### src/rtl/fua_pkg.sv
// ============================================================================
// FU-A splitter package
// Shared widths, register indexes and header constants of the FU-A splitter.
// ============================================================================
package fua_pkg;

    localparam int LEN_W     = 16;
    localparam int HDR_W     = 8;
    localparam int POS_W     = 2;
    localparam int MPL_W     = 11;
    localparam int RED_W     = 8;
    localparam int BYTES_W   = 11;
    localparam int CFG_IDX_W = 8;

    localparam int DIV_NUM_W = 17;
    localparam int DIV_DEN_W = 11;

    localparam int MAX_FRAGMENTS_DEF = 64;

    localparam logic [CFG_IDX_W-1:0] REG_MAX_PAYLOAD = 8'd0;
    localparam logic [CFG_IDX_W-1:0] REG_SINGLE_RED  = 8'd1;
    localparam logic [CFG_IDX_W-1:0] REG_FIRST_RED   = 8'd2;
    localparam logic [CFG_IDX_W-1:0] REG_LAST_RED    = 8'd3;

    localparam logic [MPL_W-1:0] MPL_RESET = 11'd1200;
    localparam logic [MPL_W-1:0] FUA_HDR_BYTES = 11'd2;

    localparam logic [POS_W-1:0] POS_ONLY   = 2'd0;
    localparam logic [POS_W-1:0] POS_FIRST  = 2'd1;
    localparam logic [POS_W-1:0] POS_MIDDLE = 2'd2;

    localparam logic [HDR_W-1:0] FU_START_BIT = 8'h80;
    localparam logic [HDR_W-1:0] FU_END_BIT   = 8'h40;
    localparam logic [HDR_W-1:0] NRI_MASK     = 8'hE0;
    localparam logic [HDR_W-1:0] TYPE_MASK    = 8'h1F;
    localparam logic [HDR_W-1:0] FU_A_TYPE    = 8'd28;

    localparam logic STATUS_OK  = 1'b0;
    localparam logic STATUS_ERR = 1'b1;

endpackage

### src/rtl/fua_divider.sv
// ============================================================================
// FU-A splitter divider
// Restoring radix-2 divider, one quotient bit per cycle, shared by the
// fragment count and the fragment size computations.
// ============================================================================
module fua_divider (
    input  logic                           aclk,
    input  logic                           aresetn,
    input  logic                           start,
    input  logic [fua_pkg::DIV_NUM_W-1:0]  dividend,
    input  logic [fua_pkg::DIV_DEN_W-1:0]  divisor,
    output logic                           done,
    output logic [fua_pkg::DIV_NUM_W-1:0]  quotient,
    output logic [fua_pkg::DIV_DEN_W-1:0]  remainder
);

    localparam int NW  = fua_pkg::DIV_NUM_W;
    localparam int DW  = fua_pkg::DIV_DEN_W;
    localparam int CW  = $clog2(NW + 1);

    logic [NW-1:0] quo_reg;
    logic [DW-1:0] rem_reg;
    logic [DW-1:0] den_reg;
    logic [CW-1:0] cnt_reg;
    logic          busy_reg;
    logic          done_reg;

    logic [DW:0]   rem_shift;
    logic          fits;
    logic [DW:0]   rem_diff;

    assign rem_shift = {rem_reg, quo_reg[NW-1]};
    assign fits      = rem_shift >= {1'b0, den_reg};
    assign rem_diff  = rem_shift - {1'b0, den_reg};

    always_ff @(posedge aclk) begin
        if (!aresetn) begin
            busy_reg <= 1'b0;
            done_reg <= 1'b0;
            cnt_reg  <= '0;
        end else begin
            done_reg <= 1'b0;
            if (start) begin
                busy_reg <= 1'b1;
                cnt_reg  <= CW'(NW);
            end else if (busy_reg) begin
                cnt_reg <= cnt_reg - CW'(1);
                if (cnt_reg == CW'(1)) begin
                    busy_reg <= 1'b0;
                    done_reg <= 1'b1;
                end
            end
        end
    end

    always_ff @(posedge aclk) begin
        if (start) begin
            quo_reg <= dividend;
            rem_reg <= '0;
            den_reg <= divisor;
        end else if (busy_reg) begin
            quo_reg <= {quo_reg[NW-2:0], fits};
            rem_reg <= fits ? rem_diff[DW-1:0] : rem_shift[DW-1:0];
        end
    end

    assign done      = done_reg;
    assign quotient  = quo_reg;
    assign remainder = rem_reg;

endmodule

### src/rtl/fua_fragment_splitter_unit.sv
// ============================================================================
// FU-A fragment splitter
// Splits one NAL unit description into FU-A fragment descriptors of about
// equal size, or gives one error result when no valid split exists.
// ============================================================================
//
// Channel   Direction  Transaction content
// s_*       in         nal_length, nal_header, position
// m_*       out        fragment_bytes, fragment_offset, fua_indicator,
//                      fua_header, last_of_run (tlast), status (tuser)
// cfg_*     in         register index and write data
//
// Without stalls a NAL unit goes from one accepted transaction to the next through the
// check, two passes of the 17-bit serial divider around the fragment count check, a
// checking pass over the sizes, the emitting of its fragments and the idle state. A
// NAL unit that fits in one packet or fails the first check goes straight to its
// single result, one with too many fragments after the count check. Emitting stalls
// while the output register is full and m_tready is low. Reset restores the defaults.
module fua_fragment_splitter_unit #(
    parameter int MAX_FRAGMENTS = fua_pkg::MAX_FRAGMENTS_DEF
) (
    input  logic                           aclk,
    input  logic                           aresetn,
    // nal_length [15:0], nal_header [23:16], position [25:24]
    input  logic [31:0]                    s_tdata,
    input  logic                           s_tvalid,
    output logic                           s_tready,
    // fragment_bytes [10:0], fragment_offset [26:11], fua_indicator [34:27],
    // fua_header [42:35]
    output logic [47:0]                    m_tdata,
    // status [0]
    output logic                           m_tuser,
    output logic                           m_tlast,
    output logic                           m_tvalid,
    input  logic                           m_tready,
    input  logic                           cfg_valid,
    output logic                           cfg_ready,
    input  logic [fua_pkg::CFG_IDX_W-1:0]  cfg_index,
    input  logic [10:0]                    cfg_data
);

    localparam int LEN_W = fua_pkg::LEN_W;
    localparam int HDR_W = fua_pkg::HDR_W;
    localparam int RED_W = fua_pkg::RED_W;
    localparam int MPL_W = fua_pkg::MPL_W;
    localparam int BW    = fua_pkg::BYTES_W;
    localparam int NW    = fua_pkg::DIV_NUM_W;
    localparam int DW    = fua_pkg::DIV_DEN_W;
    localparam int CNT_W = $clog2(MAX_FRAGMENTS + 1);
    localparam int NUM_W = CNT_W + 1;
    localparam int LRG_W = $clog2(MAX_FRAGMENTS);
    localparam int CUR_W = NW + 1;

    localparam logic [2:0] ST_IDLE  = 3'd0;
    localparam logic [2:0] ST_CHECK = 3'd1;
    localparam logic [2:0] ST_DIV1  = 3'd2;
    localparam logic [2:0] ST_NUM   = 3'd3;
    localparam logic [2:0] ST_DIV2  = 3'd4;
    localparam logic [2:0] ST_PASS1 = 3'd5;
    localparam logic [2:0] ST_PASS2 = 3'd6;
    localparam logic [2:0] ST_ONE   = 3'd7;

    logic [2:0]       state_reg;
    logic [MPL_W-1:0] mpl_reg;
    logic [RED_W-1:0] sred_reg;
    logic [RED_W-1:0] fred_reg;
    logic [RED_W-1:0] lred_reg;

    logic [LEN_W-1:0] len_reg;
    logic [HDR_W-1:0] hdr_reg;
    logic [1:0]       pos_reg;
    logic             err_reg;
    logic [NW-1:0]    total_reg;
    logic [NW-1:0]    quot_reg;

    logic [NW-1:0]    per_reg;
    logic [NUM_W-1:0] num_reg;
    logic [LRG_W-1:0] larger_reg;
    logic [NW-1:0]    per0_reg;
    logic [NUM_W-1:0] num0_reg;
    logic [LRG_W-1:0] larger0_reg;
    logic [LEN_W-1:0] remaining_reg;
    logic [CNT_W-1:0] count_reg;
    logic [LEN_W-1:0] offset_reg;

    logic             m_valid_reg;
    logic [47:0]      m_data_reg;
    logic             m_last_reg;
    logic             m_user_reg;

    logic [RED_W-1:0] red_s;
    logic [RED_W-1:0] red_f;
    logic [RED_W-1:0] red_l;
    logic [LEN_W-1:0] payload;
    logic             mpl_ok;
    logic [MPL_W-1:0] capv;
    logic             single_fit;
    logic             cap_bad;
    logic [NW-1:0]    total;
    logic [NW-1:0]    div_dividend;
    logic [NW-1:0]    num_fix;
    logic             num_bad;

    logic             div_start;
    logic [NW-1:0]    div_num;
    logic [DW-1:0]    div_den;
    logic             div_done;
    logic [NW-1:0]    div_q;
    logic [DW-1:0]    div_r;

    logic [NW-1:0]    per_next;
    logic [CUR_W-1:0] cur0;
    logic [CUR_W-1:0] cur1;
    logic [CUR_W-1:0] cur2;
    logic [CUR_W-1:0] cur3;
    logic [CUR_W-1:0] rem_ext;
    logic             step_err;
    logic [LEN_W-1:0] remaining_next;
    logic             out_free;
    logic             out_load;
    logic [HDR_W-1:0] fu_ind;
    logic [HDR_W-1:0] fu_hdr;

    // Register file.
    assign cfg_ready = 1'b1;

    always_ff @(posedge aclk) begin
        if (!aresetn) begin
            mpl_reg  <= fua_pkg::MPL_RESET;
            sred_reg <= '0;
            fred_reg <= '0;
            lred_reg <= '0;
        end else if (cfg_valid) begin
            case (cfg_index)
                fua_pkg::REG_MAX_PAYLOAD: mpl_reg  <= cfg_data;
                fua_pkg::REG_SINGLE_RED:  sred_reg <= cfg_data[RED_W-1:0];
                fua_pkg::REG_FIRST_RED:   fred_reg <= cfg_data[RED_W-1:0];
                fua_pkg::REG_LAST_RED:    lred_reg <= cfg_data[RED_W-1:0];
                default: ;
            endcase
        end
    end

    // Reductions by position in the frame.
    always_comb begin
        case (pos_reg)
            fua_pkg::POS_ONLY: begin
                red_s = sred_reg;
                red_f = fred_reg;
                red_l = lred_reg;
            end
            fua_pkg::POS_FIRST: begin
                red_s = fred_reg;
                red_f = fred_reg;
                red_l = '0;
            end
            fua_pkg::POS_MIDDLE: begin
                red_s = '0;
                red_f = '0;
                red_l = '0;
            end
            default: begin
                red_s = lred_reg;
                red_f = '0;
                red_l = lred_reg;
            end
        endcase
    end

    assign payload      = len_reg - LEN_W'(1);
    assign mpl_ok       = mpl_reg >= fua_pkg::FUA_HDR_BYTES;
    assign capv         = mpl_reg - fua_pkg::FUA_HDR_BYTES;
    assign single_fit   = mpl_ok &&
                          (NW'(capv) >= (NW'(payload) + NW'(red_s)));
    assign cap_bad      = !mpl_ok || (capv <= MPL_W'(red_f)) || (capv <= MPL_W'(red_l));
    assign total        = NW'(payload) + NW'(red_f) + NW'(red_l);
    assign div_dividend = total + NW'(capv) - NW'(1);

    assign num_fix = (quot_reg == NW'(1)) ? NW'(2) : quot_reg;
    assign num_bad = (NW'(payload) < num_fix) || (num_fix > NW'(MAX_FRAGMENTS));

    assign div_start = ((state_reg == ST_CHECK) && (len_reg >= LEN_W'(2)) &&
                        !single_fit && !cap_bad) ||
                       ((state_reg == ST_NUM) && !num_bad);
    assign div_num   = (state_reg == ST_CHECK) ? div_dividend : total_reg;
    assign div_den   = (state_reg == ST_CHECK) ? capv : DW'(num_fix);

    fua_divider u_div (
        .aclk      (aclk),
        .aresetn   (aresetn),
        .start     (div_start),
        .dividend  (div_num),
        .divisor   (div_den),
        .done      (div_done),
        .quotient  (div_q),
        .remainder (div_r)
    );

    // One fragment size step, used by both the checking and emitting passes.
    always_comb begin
        per_next = (num_reg == NUM_W'(larger_reg)) ? per_reg + NW'(1) : per_reg;
        cur0     = CUR_W'(per_next);
        rem_ext  = CUR_W'(remaining_reg);
        if (count_reg == '0) begin
            cur1 = (cur0 > (CUR_W'(red_f) + CUR_W'(1))) ? cur0 - CUR_W'(red_f)
                                                        : CUR_W'(1);
        end else begin
            cur1 = cur0;
        end
        cur2 = (cur1 > rem_ext) ? rem_ext : cur1;
        cur3 = ((num_reg == NUM_W'(2)) && (cur2 == rem_ext)) ? cur2 - CUR_W'(1) : cur2;
        step_err = (count_reg >= CNT_W'(MAX_FRAGMENTS)) || (cur3 == '0) ||
                   (cur3 > CUR_W'((1 << BW) - 1));
        remaining_next = remaining_reg - cur3[LEN_W-1:0];
    end

    assign out_free = !m_valid_reg || m_tready;
    assign out_load = ((state_reg == ST_PASS2) || (state_reg == ST_ONE)) && out_free;
    assign fu_ind   = (hdr_reg & fua_pkg::NRI_MASK) | fua_pkg::FU_A_TYPE;
    assign fu_hdr   = (hdr_reg & fua_pkg::TYPE_MASK) |
                      ((count_reg == '0) ? fua_pkg::FU_START_BIT : '0) |
                      ((remaining_next == '0) ? fua_pkg::FU_END_BIT : '0);

    always_ff @(posedge aclk) begin
        if (!aresetn) begin
            state_reg   <= ST_IDLE;
            m_valid_reg <= 1'b0;
        end else begin
            if (out_load) begin
                m_valid_reg <= 1'b1;
            end else if (m_tready) begin
                m_valid_reg <= 1'b0;
            end
            case (state_reg)
                ST_IDLE: begin
                    if (s_tvalid) begin
                        state_reg <= ST_CHECK;
                    end
                end
                ST_CHECK: begin
                    if ((len_reg < LEN_W'(2)) || single_fit || cap_bad) begin
                        state_reg <= ST_ONE;
                    end else begin
                        state_reg <= ST_DIV1;
                    end
                end
                ST_DIV1: begin
                    if (div_done) begin
                        state_reg <= ST_NUM;
                    end
                end
                ST_NUM: begin
                    state_reg <= num_bad ? ST_ONE : ST_DIV2;
                end
                ST_DIV2: begin
                    if (div_done) begin
                        state_reg <= ST_PASS1;
                    end
                end
                ST_PASS1: begin
                    if (remaining_reg == '0) begin
                        state_reg <= ST_PASS2;
                    end else if (step_err) begin
                        state_reg <= ST_ONE;
                    end
                end
                ST_PASS2: begin
                    if (out_free && (remaining_next == '0)) begin
                        state_reg <= ST_IDLE;
                    end
                end
                ST_ONE: begin
                    if (out_free) begin
                        state_reg <= ST_IDLE;
                    end
                end
                default: state_reg <= ST_IDLE;
            endcase
        end
    end

    always_ff @(posedge aclk) begin
        case (state_reg)
            ST_IDLE: begin
                len_reg <= s_tdata[15:0];
                hdr_reg <= s_tdata[23:16];
                pos_reg <= s_tdata[25:24];
            end
            ST_CHECK: begin
                err_reg   <= (len_reg < LEN_W'(2)) || (!single_fit && cap_bad);
                total_reg <= total;
            end
            ST_DIV1: begin
                quot_reg <= div_q;
            end
            ST_NUM: begin
                err_reg  <= num_bad;
                num0_reg <= NUM_W'(num_fix);
            end
            ST_DIV2: begin
                per_reg       <= div_q;
                per0_reg      <= div_q;
                larger_reg    <= div_r[LRG_W-1:0];
                larger0_reg   <= div_r[LRG_W-1:0];
                num_reg       <= num0_reg;
                remaining_reg <= payload;
                count_reg     <= '0;
            end
            ST_PASS1: begin
                if (remaining_reg == '0) begin
                    per_reg       <= per0_reg;
                    larger_reg    <= larger0_reg;
                    num_reg       <= num0_reg;
                    remaining_reg <= payload;
                    count_reg     <= '0;
                    offset_reg    <= LEN_W'(1);
                end else begin
                    err_reg       <= step_err;
                    per_reg       <= per_next;
                    num_reg       <= num_reg - NUM_W'(1);
                    remaining_reg <= remaining_next;
                    count_reg     <= count_reg + CNT_W'(1);
                end
            end
            ST_PASS2: begin
                if (out_free) begin
                    m_data_reg <= {5'd0, fu_hdr, fu_ind, offset_reg, cur3[BW-1:0]};
                    m_last_reg <= (remaining_next == '0);
                    m_user_reg <= fua_pkg::STATUS_OK;
                    per_reg       <= per_next;
                    num_reg       <= num_reg - NUM_W'(1);
                    remaining_reg <= remaining_next;
                    count_reg     <= count_reg + CNT_W'(1);
                    offset_reg    <= offset_reg + cur3[LEN_W-1:0];
                end
            end
            ST_ONE: begin
                if (out_free) begin
                    m_last_reg <= 1'b1;
                    if (err_reg) begin
                        m_data_reg <= '0;
                        m_user_reg <= fua_pkg::STATUS_ERR;
                    end else begin
                        m_data_reg <= {5'd0,
                                       (hdr_reg & fua_pkg::TYPE_MASK) |
                                       fua_pkg::FU_START_BIT | fua_pkg::FU_END_BIT,
                                       fu_ind, LEN_W'(1), payload[BW-1:0]};
                        m_user_reg <= fua_pkg::STATUS_OK;
                    end
                end
            end
            default: ;
        endcase
    end

    assign s_tready = (state_reg == ST_IDLE);
    assign m_tvalid = m_valid_reg;
    assign m_tdata  = m_data_reg;
    assign m_tlast  = m_last_reg;
    assign m_tuser  = m_user_reg;

endmodule
### config.mk
export PLATFORM = sky130hd
export DESIGN_NAME = fua_fragment_splitter_unit
export DESIGN_NICKNAME = d
export VERILOG_FILES = /design/src/rtl/fua_pkg.sv /design/src/rtl/fua_divider.sv /design/src/rtl/fua_fragment_splitter_unit.sv
export SDC_FILE = /design/constraint.sdc
export NUM_CORES = 1
export LEC_CHECK = 0
export BUFFER_PORTS_ARGS = -buffer_cell sky130_fd_sc_hd__buf_2
export CORE_ASPECT_RATIO = 2
export CORE_MARGIN = 10
export CORE_UTILIZATION = 63
export DETAILED_ROUTE_END_ITERATION = 6
export GPL_TIMING_DRIVEN = 0
export PLACE_DENSITY = 0.82
export SLEW_MARGIN = 25
export SYNTH_ARGS = -nofsm -noshare
export SYNTH_HDL_FRONTEND = slang
export SYNTH_SLANG_ARGS = --single-unit
### constraint.sdc
create_clock -name aclk -period 12.35 [get_ports aclk]
set_input_delay 0.6175 -clock aclk [delete_from_list [all_inputs] [get_ports aclk]]
set_output_delay 0.6175 -clock aclk [all_outputs]
set_load 0.005 [all_outputs]
# Word level (Yosys, flattened, before mapping)
# Cells that the tools add are included.
[classes] n_bitwise=4 mux=64 eq_ne=26 n_addsub=17 reduce_logical=53 order_cmp=13
[ops] cell="$mux W17" n=7
[ops] cell="$mux W48" n=2
[ops] cell="$pmux W48 S2" n=1
[ops] cell="$mux W18" n=4
[ops] cell="$mux W16" n=4
[ops] cell="$pmux W17 S3" n=1
[ops] cell="$pmux W16 S3" n=1
[ops] cell="$pmux W8 S3" n=2
[ops] cell="$mux W43" n=1
[ops] cell="$mux W8" n=5
[ops] cell="$add A16 B8 Y17" n=2
[ops] cell="$logic_not A16 Y1" n=2
[ops] cell="$pmux W16 S2" n=1
[ops] cell="$eq A8 B2 Y1 const B" n=3
[ops] cell="$mux W3" n=8
[ops] cell="$pmux W3 S8" n=1
[ops] cell="$le A11 B8 Y1" n=2
[ops] cell="$mux W11" n=2
[ops] cell="$mux W7" n=3
[ops] cell="$pmux W7 S3" n=1
[ops] cell="$eq A18 B16 Y1" n=1
[ops] cell="$gt A18 B11 Y1 const B" n=1
[ops] cell="$gt A18 B16 Y1" n=1
[ops] cell="$logic_not A18 Y1" n=1
[ops] cell="60 further kinds" n=120
[totals] reg_bits=297 wordCells=208

# Logic depth before layout (Yosys ltp)
# Gate-level depths: netlist of run 1.
[logic_depth] word_depth=18 depth_mapped=53 ltp_nobuf=47

# Modules after synthesis
# From an unflattened synthesis of run 1, not the netlist that was laid out.
[hier_totals] cells_unflattened=2239 area_unflattened_um2=21241.6
[modules_own_cells] module="fua_fragment_splitter_unit" area_each_um2=18784.3 cells_each=2022 n_inst=1 seq_area_each_um2=6846.6
[modules_own_cells] module="fua_divider" area_each_um2=2457.4 cells_each=217 n_inst=1 seq_area_each_um2=1201.2

# Least setup slack after synthesis of run 1
# Ideal clock, no wire load.
[synth_path] path_type="reg2reg" startpoint="reg pos_reg[0]" endpoint="reg state_reg[1]" arrival_time_ns=9.508 setup_slack_ns=2.727 n_path_buf=5 stages_incl_launch_ff=49 required_ns=12.235 setup_ns=0.115 path_cell_list="edfxtp_1 > ha_1 > clkbuf_1 > or2_1 > nand2_1 > clkinv_1 > and3_1 > and3_1 > and3_1 > xor2_1 > ha_1 > nor2b_1 > o41ai_1 > nand2_1 > nor2_1 > clkbuf_1 > nor2_1 > ha_1 > (+13 left out) > nand2_1 > nor3b_1 > xnor2_1 > a21oi_1 > inv_1 > ha_1 > inv_1 > fa_1 > o31a_1 > a41o_1 > nand3_2 > xnor2_1 > or4_1 > or3_1 > or3_1 > nor4_2 > nand4b_1 > o21ba_1"
[synth_between] elab_chain_cells=17 word_cells_on_any_way=25
[synth_lines] element="from (decl)" line_no="fua_fragment_splitter_unit.sv:71" rtl="logic [1:0] pos_reg;"
[synth_lines] element="from (signal assigned)" line_no="fua_fragment_splitter_unit.sv:287" rtl="pos_reg <= s_tdata[25:24];"
[synth_lines] element="$eq A2 B1 Y1 or $logic_not A2 Y1 (tied branches)" line_no="fua_fragment_splitter_unit.sv:146" rtl="case (pos_reg)"
[synth_lines] element="$reduce_or A2 Y1 (no source line) (*)"
[synth_lines] element="$mux W8 (*)" line_no="fua_fragment_splitter_unit.sv:146"
[synth_lines] element="$add A8 B1 Y9" line_no="fua_fragment_splitter_unit.sv:205" rtl="cur1 = (cur0 > (CUR_W'(red_f) + CUR_W'(1))) ? cur0 - CUR_W'(red_f)"
[synth_lines] element="$gt A17 B9 Y1" line_no="fua_fragment_splitter_unit.sv:205"
[synth_lines] element="$mux W18 (*)" line_no="fua_fragment_splitter_unit.sv:205"
[synth_lines] element="$mux W18 (*)" line_no="fua_fragment_splitter_unit.sv:204" rtl="if (count_reg == '0) begin"
[synth_lines] element="$gt A18 B16 Y1" line_no="fua_fragment_splitter_unit.sv:210" rtl="cur2 = (cur1 > rem_ext) ? rem_ext : cur1;"
[synth_lines] element="$mux W18 (*)" line_no="fua_fragment_splitter_unit.sv:210"
[synth_lines] element="parallel branches: the longest is 2 deep, another holds $sub A18 B1 Y18"
[synth_lines] element="$mux W18 (*)" line_no="fua_fragment_splitter_unit.sv:211" rtl="cur3 = ((num_reg == NUM_W'(2)) && (cur2 == rem_ext)) ? cur2 - CUR_W'(1) : cur2;"
[synth_lines] element="$sub A16 B16 Y16 or $logic_not A18 Y1 (tied branches)" line_no="fua_fragment_splitter_unit.sv:214, fua_fragment_splitter_unit.sv:212"
[synth_lines] element="$logic_not A16 Y1 or $logic_or A1 B1 Y1 (tied branches)" line_no="fua_fragment_splitter_unit.sv:268, fua_fragment_splitter_unit.sv:212"
[synth_lines] element="$logic_and A1 B1 Y1 or $logic_or A1 B1 Y1 (tied branches)" line_no="fua_fragment_splitter_unit.sv:268, fua_fragment_splitter_unit.sv:212"
[synth_lines] element="$ne A2 B1 Y1 (no source line) or $ne A3 B3 Y1 (tied branches)"
[synth_lines] element="$reduce_and A6 Y1 (no source line) (*)"
[synth_lines] element="to (signal assigned)" line_no="fua_fragment_splitter_unit.sv:253" rtl="state_reg <= num_bad ? ST_ONE : ST_DIV2;"
[synth_lines] element="to (decl)" line_no="fua_fragment_splitter_unit.sv:63" rtl="logic [2:0] state_reg;"
# Every way passes the cells marked *.
# A chain may end at the register's enable or synchronous reset.

# Final worst setup path of run 1
[layout_path] startpoint="reg pos_reg[0]" endpoint="reg offset_reg[15], data pin"
[layout_between] elab_chain_cells=15 word_cells_on_any_way=18
[layout_lines] element="$eq A2 B1 Y1 or $logic_not A2 Y1 (tied branches)" line_no="fua_fragment_splitter_unit.sv:146"
[layout_lines] element="$reduce_or A2 Y1 (no source line) (*)"
[layout_lines] element="$mux W8 (*)" line_no="fua_fragment_splitter_unit.sv:146"
[layout_lines] element="$add A8 B1 Y9" line_no="fua_fragment_splitter_unit.sv:205"
[layout_lines] element="$gt A17 B9 Y1" line_no="fua_fragment_splitter_unit.sv:205"
[layout_lines] element="$mux W18 (*)" line_no="fua_fragment_splitter_unit.sv:205"
[layout_lines] element="$mux W18 (*)" line_no="fua_fragment_splitter_unit.sv:204"
[layout_lines] element="$gt A18 B16 Y1" line_no="fua_fragment_splitter_unit.sv:210"
[layout_lines] element="$mux W18 (*)" line_no="fua_fragment_splitter_unit.sv:210"
[layout_lines] element="parallel branches: the longest is 2 deep, another holds $sub A18 B1 Y18"
[layout_lines] element="$mux W18 (*)" line_no="fua_fragment_splitter_unit.sv:211"
[layout_lines] element="$add A16 B16 Y16 (*)" line_no="fua_fragment_splitter_unit.sv:334" rtl="offset_reg <= offset_reg + cur3[LEN_W-1:0];"
[layout_lines] element="$mux W16 (*)" line_no="fua_fragment_splitter_unit.sv:326" rtl="if (out_free) begin"
[layout_lines] element="$pmux W16 S2 (*)" line_no="fua_fragment_splitter_unit.sv:283" rtl="case (state_reg)"
[layout_lines] element="to (signal assigned)" line_no="fua_fragment_splitter_unit.sv:334"
[layout_lines] element="to (decl)" line_no="fua_fragment_splitter_unit.sv:84" rtl="logic [LEN_W-1:0] offset_reg;"
# Every way passes the cells marked *. The select of a mux whose other input is x is not followed.

==> results of run 1 <==
stage by stage:
step	TNS (ps)	utilization	std cells	setup WS, ps	power (mW)
floorplan	0	-	2184	2730	3.84
CTS	0	0.707	2762	143	5.70
detailed placement	-7730	0.677	2713	-1190	4.77
global placement	-13980	0.671	2704	-1550	4.63
finish	0	0.710	2764	191	5.81
global route	-2.22	0.710	2764	-2.22	6.15
layer usage:
metal	global-route usage	routed length (um)	vias up
li1	-	-	8153
met1	0.296	20900	8576
met2	0.613	36800	782
met3	0.0420	3560	352
met4	0.278	7390	0
met5	0	0	-
cells in the final DEF, fill, tap and decap left out, types with 8 or more instances in the layout:
cell / n
a211o_1: 9
a211oi_1: 25
a21o_1: 54
a21oi_1: 104
a22oi_1: 26
a31oi_1: 10
and2_1: 36
and3_1: 26
buf_2: 102
buf_4: 20
clkbuf_1: 68
clkbuf_16: 27
conb_1: 9
dfxtp_1: 57
edfxtp_1: 230
fa_1: 12
ha_1: 152
inv_1: 183
mux2_2: 27
mux2i_1: 60
nand2_1: 135
nand2b_1: 27
nand3_1: 71
nand4_1: 30
nor2_1: 192
nor2b_1: 23
nor3_1: 47
nor4_1: 14
o211ai_1: 11
o21a_1: 12
o21ai_0: 96
o21bai_1: 19
o22ai_1: 11
o31ai_1: 11
or2_2: 10
or3_1: 19
or4_1: 8
xnor2_1: 122
xnor2_2: 8
xor2_1: 45
worst reg2reg max path, delay by kind of cell, from the launching register on:
| family | cells | cell delay, ps |
|---|---|---|
| fa+ha+maj | 4 | 1070 |
| simple gates | 19 | 4040 |
| buf+inv | 7 | 1560 |
| compound gates | 16 | 4260 |
| flops | 1 | 430 |
| xor+xnor | 3 | 580 |
where the power goes:
| part | leakage [nW] | internal (mW) | switching (mW) | total (mW) |
|---|---|---|---|---|
| clock network | 0.447 | 0.515 | 0.386 | 0.901 |
| logic | 6.33 | 1.21 | 2.02 | 3.23 |
| registers | 2.61 | 1.45 | 0.238 | 1.68 |
| total | 9.39 | 3.17 | 2.64 | 5.81 |
cell usage after synthesis, drive strengths merged (13+ instances only):
| cell | number | area, um^2 |
|---|---|---|
| edfxtp | 230 | 6910 |
| nor2 | 195 | 732 |
| inv | 185 | 694 |
| ha | 152 | 1900 |
| nand2 | 137 | 514 |
| xnor2 | 130 | 1160 |
| a21oi | 106 | 534 |
| o21ai | 102 | 510 |
| nand3 | 72 | 365 |
| clkbuf | 65 | 245 |
| mux2i | 62 | 637 |
| dfxtp | 57 | 1140 |
| a21o | 54 | 405 |
| nor3 | 53 | 293 |
| xor2 | 49 | 429 |
| and2 | 37 | 234 |
| nand4 | 32 | 221 |
| buf | 31 | 195 |
| mux2 | 27 | 304 |
| nand2b | 27 | 169 |
| a211oi | 26 | 200 |
| a22oi | 26 | 195 |
| and3 | 26 | 163 |
| nor2b | 24 | 150 |
| or3 | 20 | 130 |
| nor4 | 19 | 161 |
| o21bai | 19 | 143 |
| o21a | 13 | 98.9 |
final cells by class:
type	count	area [um^2]
diodes	1	2.50
plain buffers	96	443
clock buffers	34	712
clock inverters	14	221
fillers	2523	9380
inverters	187	703
multi-input cells	1614	11700
flip-flops and latches	287	8050
well taps	427	534
repair buffers	104	604
kinds of logic after synthesis:
group / after synthesis
AO/OA/AOI/OAI: 478
XOR/XNOR: 179
adder cells (fa/ha/maj): 166
buffers and inverters: 283
flip-flops: 287
multiplexers: 89
other: 2
AND/OR/NAND/NOR: 693
final timing paths:
| check | start | cells past startpoint | endpoint |
|---|---|---|---|
| worst max-delay path | pos_reg[0] | 49 | offset_reg[15] |
| worst min-delay path | s_tdata[9] | 1 | len_reg[9] |
| worst max register to register | pos_reg[0] | 49 | offset_reg[15] |
| worst min register to register | u_div.remainder[10] | 2 | u_div.remainder[10] |
timing repair:
item | in CTS | in global routing
setup buffers | 1 | 1
resized for setup | 9 | 10
hold buffers | 0 | 0
pin swaps | 0 | 1
setup endpoints to repair | 13 | 9
==> flow_summary.json, run 1 <==
{
  "drc": 0,
  "initial_core_util": 0.639,
  "cp_top_family": "compound AO/OA/AOI/OAI gates",
  "antenna_found_initial": 2,
  "dp_hpwl_mm": 54.1,
  "crit_fanout": 10,
  "fin_crit_sh": 0.985,
  "async_reset_ff_frac": 0,
  "die_area_um2": 40900,
  "synth_flop_cell": "edfxtp_1",
  "synth-simple-area-share": 0.171,
  "yosys_warnings": 0,
  "drv_cap": 0,
  "overflow": 0,
  "drt-vias-per-instance": 6.46,
  "clock_path_buffers": 3,
  "synth_seq_area_share": 0.389,
  "synth_xor_area_frac": 0.0769,
  "die_w_um": 148,
  "ys_types": 104,
  "cp.required_ps": 12660,
  "grt_max_degree": 27,
  "die_h_um": 276,
  "cts_made_buffers": 26,
  "setup_violations": 0,
  "outcome": "complete, no violations",
  "p_leak_nw": 9.39,
  "via_count": 17900,
  "hold_slack_ps": 218,
  "synth_area_per_cell_um2": 9.49,
  "hold_path_class": "in -> reg",
  "drt-pass1-iter-count": 6,
  "drt_wl_total_mm": 68.7,
  "grt_pass1_vias": 18200,
  "ios": 109,
  "synthAdderAreaFrac": 0.105,
  "critPathMostFrequentCell": "ha_1",
  "cp-start-kind": "register",
  "wire_per_inst_um": 24.8,
  "vdd.ir_drop.worst_uv": 205,
  "place.gp.congestion": 1.05,
  "synth_top_family_by_area": "simple AND/OR/NAND/NOR gates",
  "fin_skew_ps": 16.5,
  "finalWorstPathRequiredPeriod_ps": 12160,
  "largest_register_ffs": 38,
  "critPathMaxStageDelay_ps": 480,
  "cts_tree": "yes",
  "track_usage": 0.326,
  "critPathSlowestCell": "o41ai_4",
  "drt_iter0_drc": 1431,
  "final_hold_viol_count": 0,
  "yosys-mux-area-fraction": 0.0455,
  "cts_root_buf": "clkbuf_16",
  "power.density_nw_per_um2": 253,
  "timing.setup.critical_path_class": "reg -> reg",
  "worstPathArrival_ps": 12470,
  "dpl_cell_area_um2": 21900,
  "layout.nets": 2536,
  "r2r_slack_ps": 190,
  "rows": 93,
  "clkSinkCount": 287,
  "tightest_slew_ps": 1020,
  "synth_area_um2": 20700,
  "cp-end-kind": "register",
  "portBuffers": 93,
  "detail-route-antenna-nets": 0,
  "slew_headroom": 0.314,
  "cp_num_buf_inv": 7,
  "area_growth_pct": 11.1,
  "fmax_ghz": 0.0822,
  "synth-compound-area-share": 0.157,
  "cts_max_level": 1,
  "grt_pass1_wl_mm": 103,
  "synth_edf_count": 230,
  "drive_gt1_frac": 0.118,
  "stdcell_area_um2": 23000,
  "ys_ff_latch": 287,
  "core-area_um2": 32300,
  "path_clk_slew_ps": 70,
  "slew_violations": 0,
  "clock_latency_ps": 580,
  "synthCells": 2177
}
Power figures use the tool's default switching activity.
==> run 2, diff against run 1 <==
--- a/config.mk
+++ b/config.mk
@@ -8,10 +8,11 @@
 export BUFFER_PORTS_ARGS = -buffer_cell sky130_fd_sc_hd__buf_2
 export CORE_ASPECT_RATIO = 2
 export CORE_MARGIN = 10
-export CORE_UTILIZATION = 63
+export CORE_UTILIZATION = 64
+export CTS_BUF_LIST = sky130_fd_sc_hd__clkbuf_8
 export DETAILED_ROUTE_END_ITERATION = 6
 export GPL_TIMING_DRIVEN = 0
-export PLACE_DENSITY = 0.82
+export PLACE_DENSITY = 0.83
 export SLEW_MARGIN = 25
 export SYNTH_ARGS = -nofsm -noshare
 export SYNTH_HDL_FRONTEND = slang
==> run 2 against run 1 <==
The run now ends with DRC left. Hold slack lost 31 ps. Clock power shrank 12%. Final cell count grew 0.98%. Critical path type unchanged. Largest power group unchanged. Highest routed layer unchanged.
==> flow_summary.json, run 2 (synthesis results as in run 1) <==
{
  "outcome": "finished, violations left",
  "violations": "DRC",
  "dp.cells": 2713,
  "fin_skew_ps": 50.2,
  "cts_root_buf": "clkbuf_8",
  "register_area_um2": 8050,
  "fin_cells": 2791,
  "drt-pass1-iter-count": 7,
  "drt_iter0_drc": 1444,
  "layout.nets": 2550,
  "cp.required_ps": 12820,
  "finalWorstPathRequiredPeriod_ps": 11860,
  "drt_wl_total_mm": 67.5,
  "tightest_slew_ps": 1000,
  "area_growth_pct": 10.8,
  "slew_headroom": 0.329,
  "cts_tree": "yes",
  "die_w_um": 147,
  "final_hold_viol_count": 0,
  "fmax_ghz": 0.0843,
  "dp_hpwl_mm": 53.1,
  "drive_gt1_frac": 0.127,
  "critPathMaxStageDelay_ps": 570,
  "clock_latency_ps": 620,
  "multi_input_area_um2": 11700,
  "largest_register_ffs": 38,
  "worstPathArrival_ps": 12330,
  "grt_pass1_vias": 18400,
  "detail-route-antenna-nets": 0,
  "rows": 93,
  "crit_fanout": 10,
  "clock_path_buffers": 3,
  "die_area_um2": 40300,
  "hold_path_class": "in -> reg",
  "die_h_um": 274,
  "fin_crit_sh": 0.960,
  "cp-end-kind": "register",
  "p_leak_nw": 9.42,
  "track_usage": 0.325,
  "power.density_nw_per_um2": 249,
  "cts_max_level": 2,
  "overflow": 0,
  "n_fill_cell": 2376,
  "drt-vias-per-instance": 6.42,
  "critPathMostFrequentCell": "ha_1",
  "cts_made_buffers": 41,
  "clkSinkCount": 287,
  "antenna_found_initial": 1,
  "timing.setup.critical_path_class": "reg -> reg",
  "final_common_cell": "edfxtp_1",
  "final_cell_mix": "230 x edfxtp_1, 192 x nor2_1, 191 x inv_1",
  "power_mw": 5.70,
  "slew_violations": 0,
  "initial_core_util": 0.646,
  "vdd.ir_drop.worst_uv": 193,
  "drc": 1,
  "core-area_um2": 32000,
  "portBuffers": 93,
  "hold_buffers": 0,
  "setup_violations": 0,
  "path_clk_slew_ps": 80,
  "critPathSlowestCell": "o41ai_4",
  "cp-start-kind": "register",
  "place.gp.congestion": 1.08,
  "grt_pass1_wl_mm": 101,
  "rsz0062_at_grt": "false",
  "grt_max_degree": 24,
  "ios": 109,
  "wire_per_inst_um": 24.2,
  "drv_cap": 0,
  "via_count": 17900
}
## run 2: cell types whose count changed in the layout (fill, tap and decap cells not counted), moves of 4 or more
cell       delta
clkbuf_8     +45
clkbuf_16    -27
inv_1         +8
clkbuf_1      -7
clkinv_2      +5
clkinv_1      +4
## run 2: metrics by stage
stage               instance area (um^2)  TNS (ps)  setup WS, ps  utilization  hold slack, ps
floorplan                          20700         0          2730            -             447
global placement                   21700     -9300         -1300        0.678             462
detailed placement                 21900     -5250          -974        0.684             461
CTS                                22800         0          57.3        0.712             167
global route                       22900         0          11.9        0.716             175
finish                             22900         0           489        0.716             186
## run 2: cell type report
| cell class | instances | area share |
|---|---|---|
| tap | 427 | 0.0233 |
| timing repair buffer | 103 | 0.0261 |
| clock buffer | 46 | 0.0276 |
| buffer | 96 | 0.0194 |
| multi-input combinational | 1614 | 0.511 |
| clock inverter | 30 | 0.0102 |
| antenna | 1 | 0.000109 |
| inverter | 187 | 0.0307 |
| sequential | 287 | 0.351 |
## run 2: repair_timing
item                                    CTS  global route
pin swaps                                 0             2
setup buffers                             1             0
resized for setup                         7            16
endpoints found under the setup margin   10            12
## run 2: worst max-delay path: cells and delay by family (launching register included)
family                   cells  cell delay [ps]
AO/OA/AOI/OAI               15             3890
buffers and inverters        9             1470
AND/OR/NAND/NOR             18             4010
flip-flops                   1              450
adder cells (fa/ha/maj)      5             1310
XOR/XNOR                     3              540
## run 2: path summary, 6_finish.rpt
path | start | to | slack [ps] | cells after the start
setup / recovery | pos_reg[0] | state_reg[1] | 490 | 50
hold / removal | s_tdata[12] | len_reg[12] | 190 | 1
setup reg to reg | pos_reg[0] | state_reg[1] | 490 | 50
hold reg to reg | u_div.remainder[10] | u_div.remainder[10] | 480 | 2
## run 2: report_power, final
part	switching [mW]	internal [mW]	total [mW]
clock	0.401	0.396	0.797
combinational	2.00	1.21	3.21
sequential	0.246	1.45	1.69
## run 2: per-layer routing
| metal | share of wire | routed length [um] | GRT usage |
|---|---|---|---|
| met5 | 0 | 0 | 0 |
| met4 | 0.11 | 7700 | 0.319 |
| met3 | 0.058 | 3910 | 0.0509 |
| met2 | 0.53 | 35700 | 0.602 |
| met1 | 0.30 | 20200 | 0.286 |
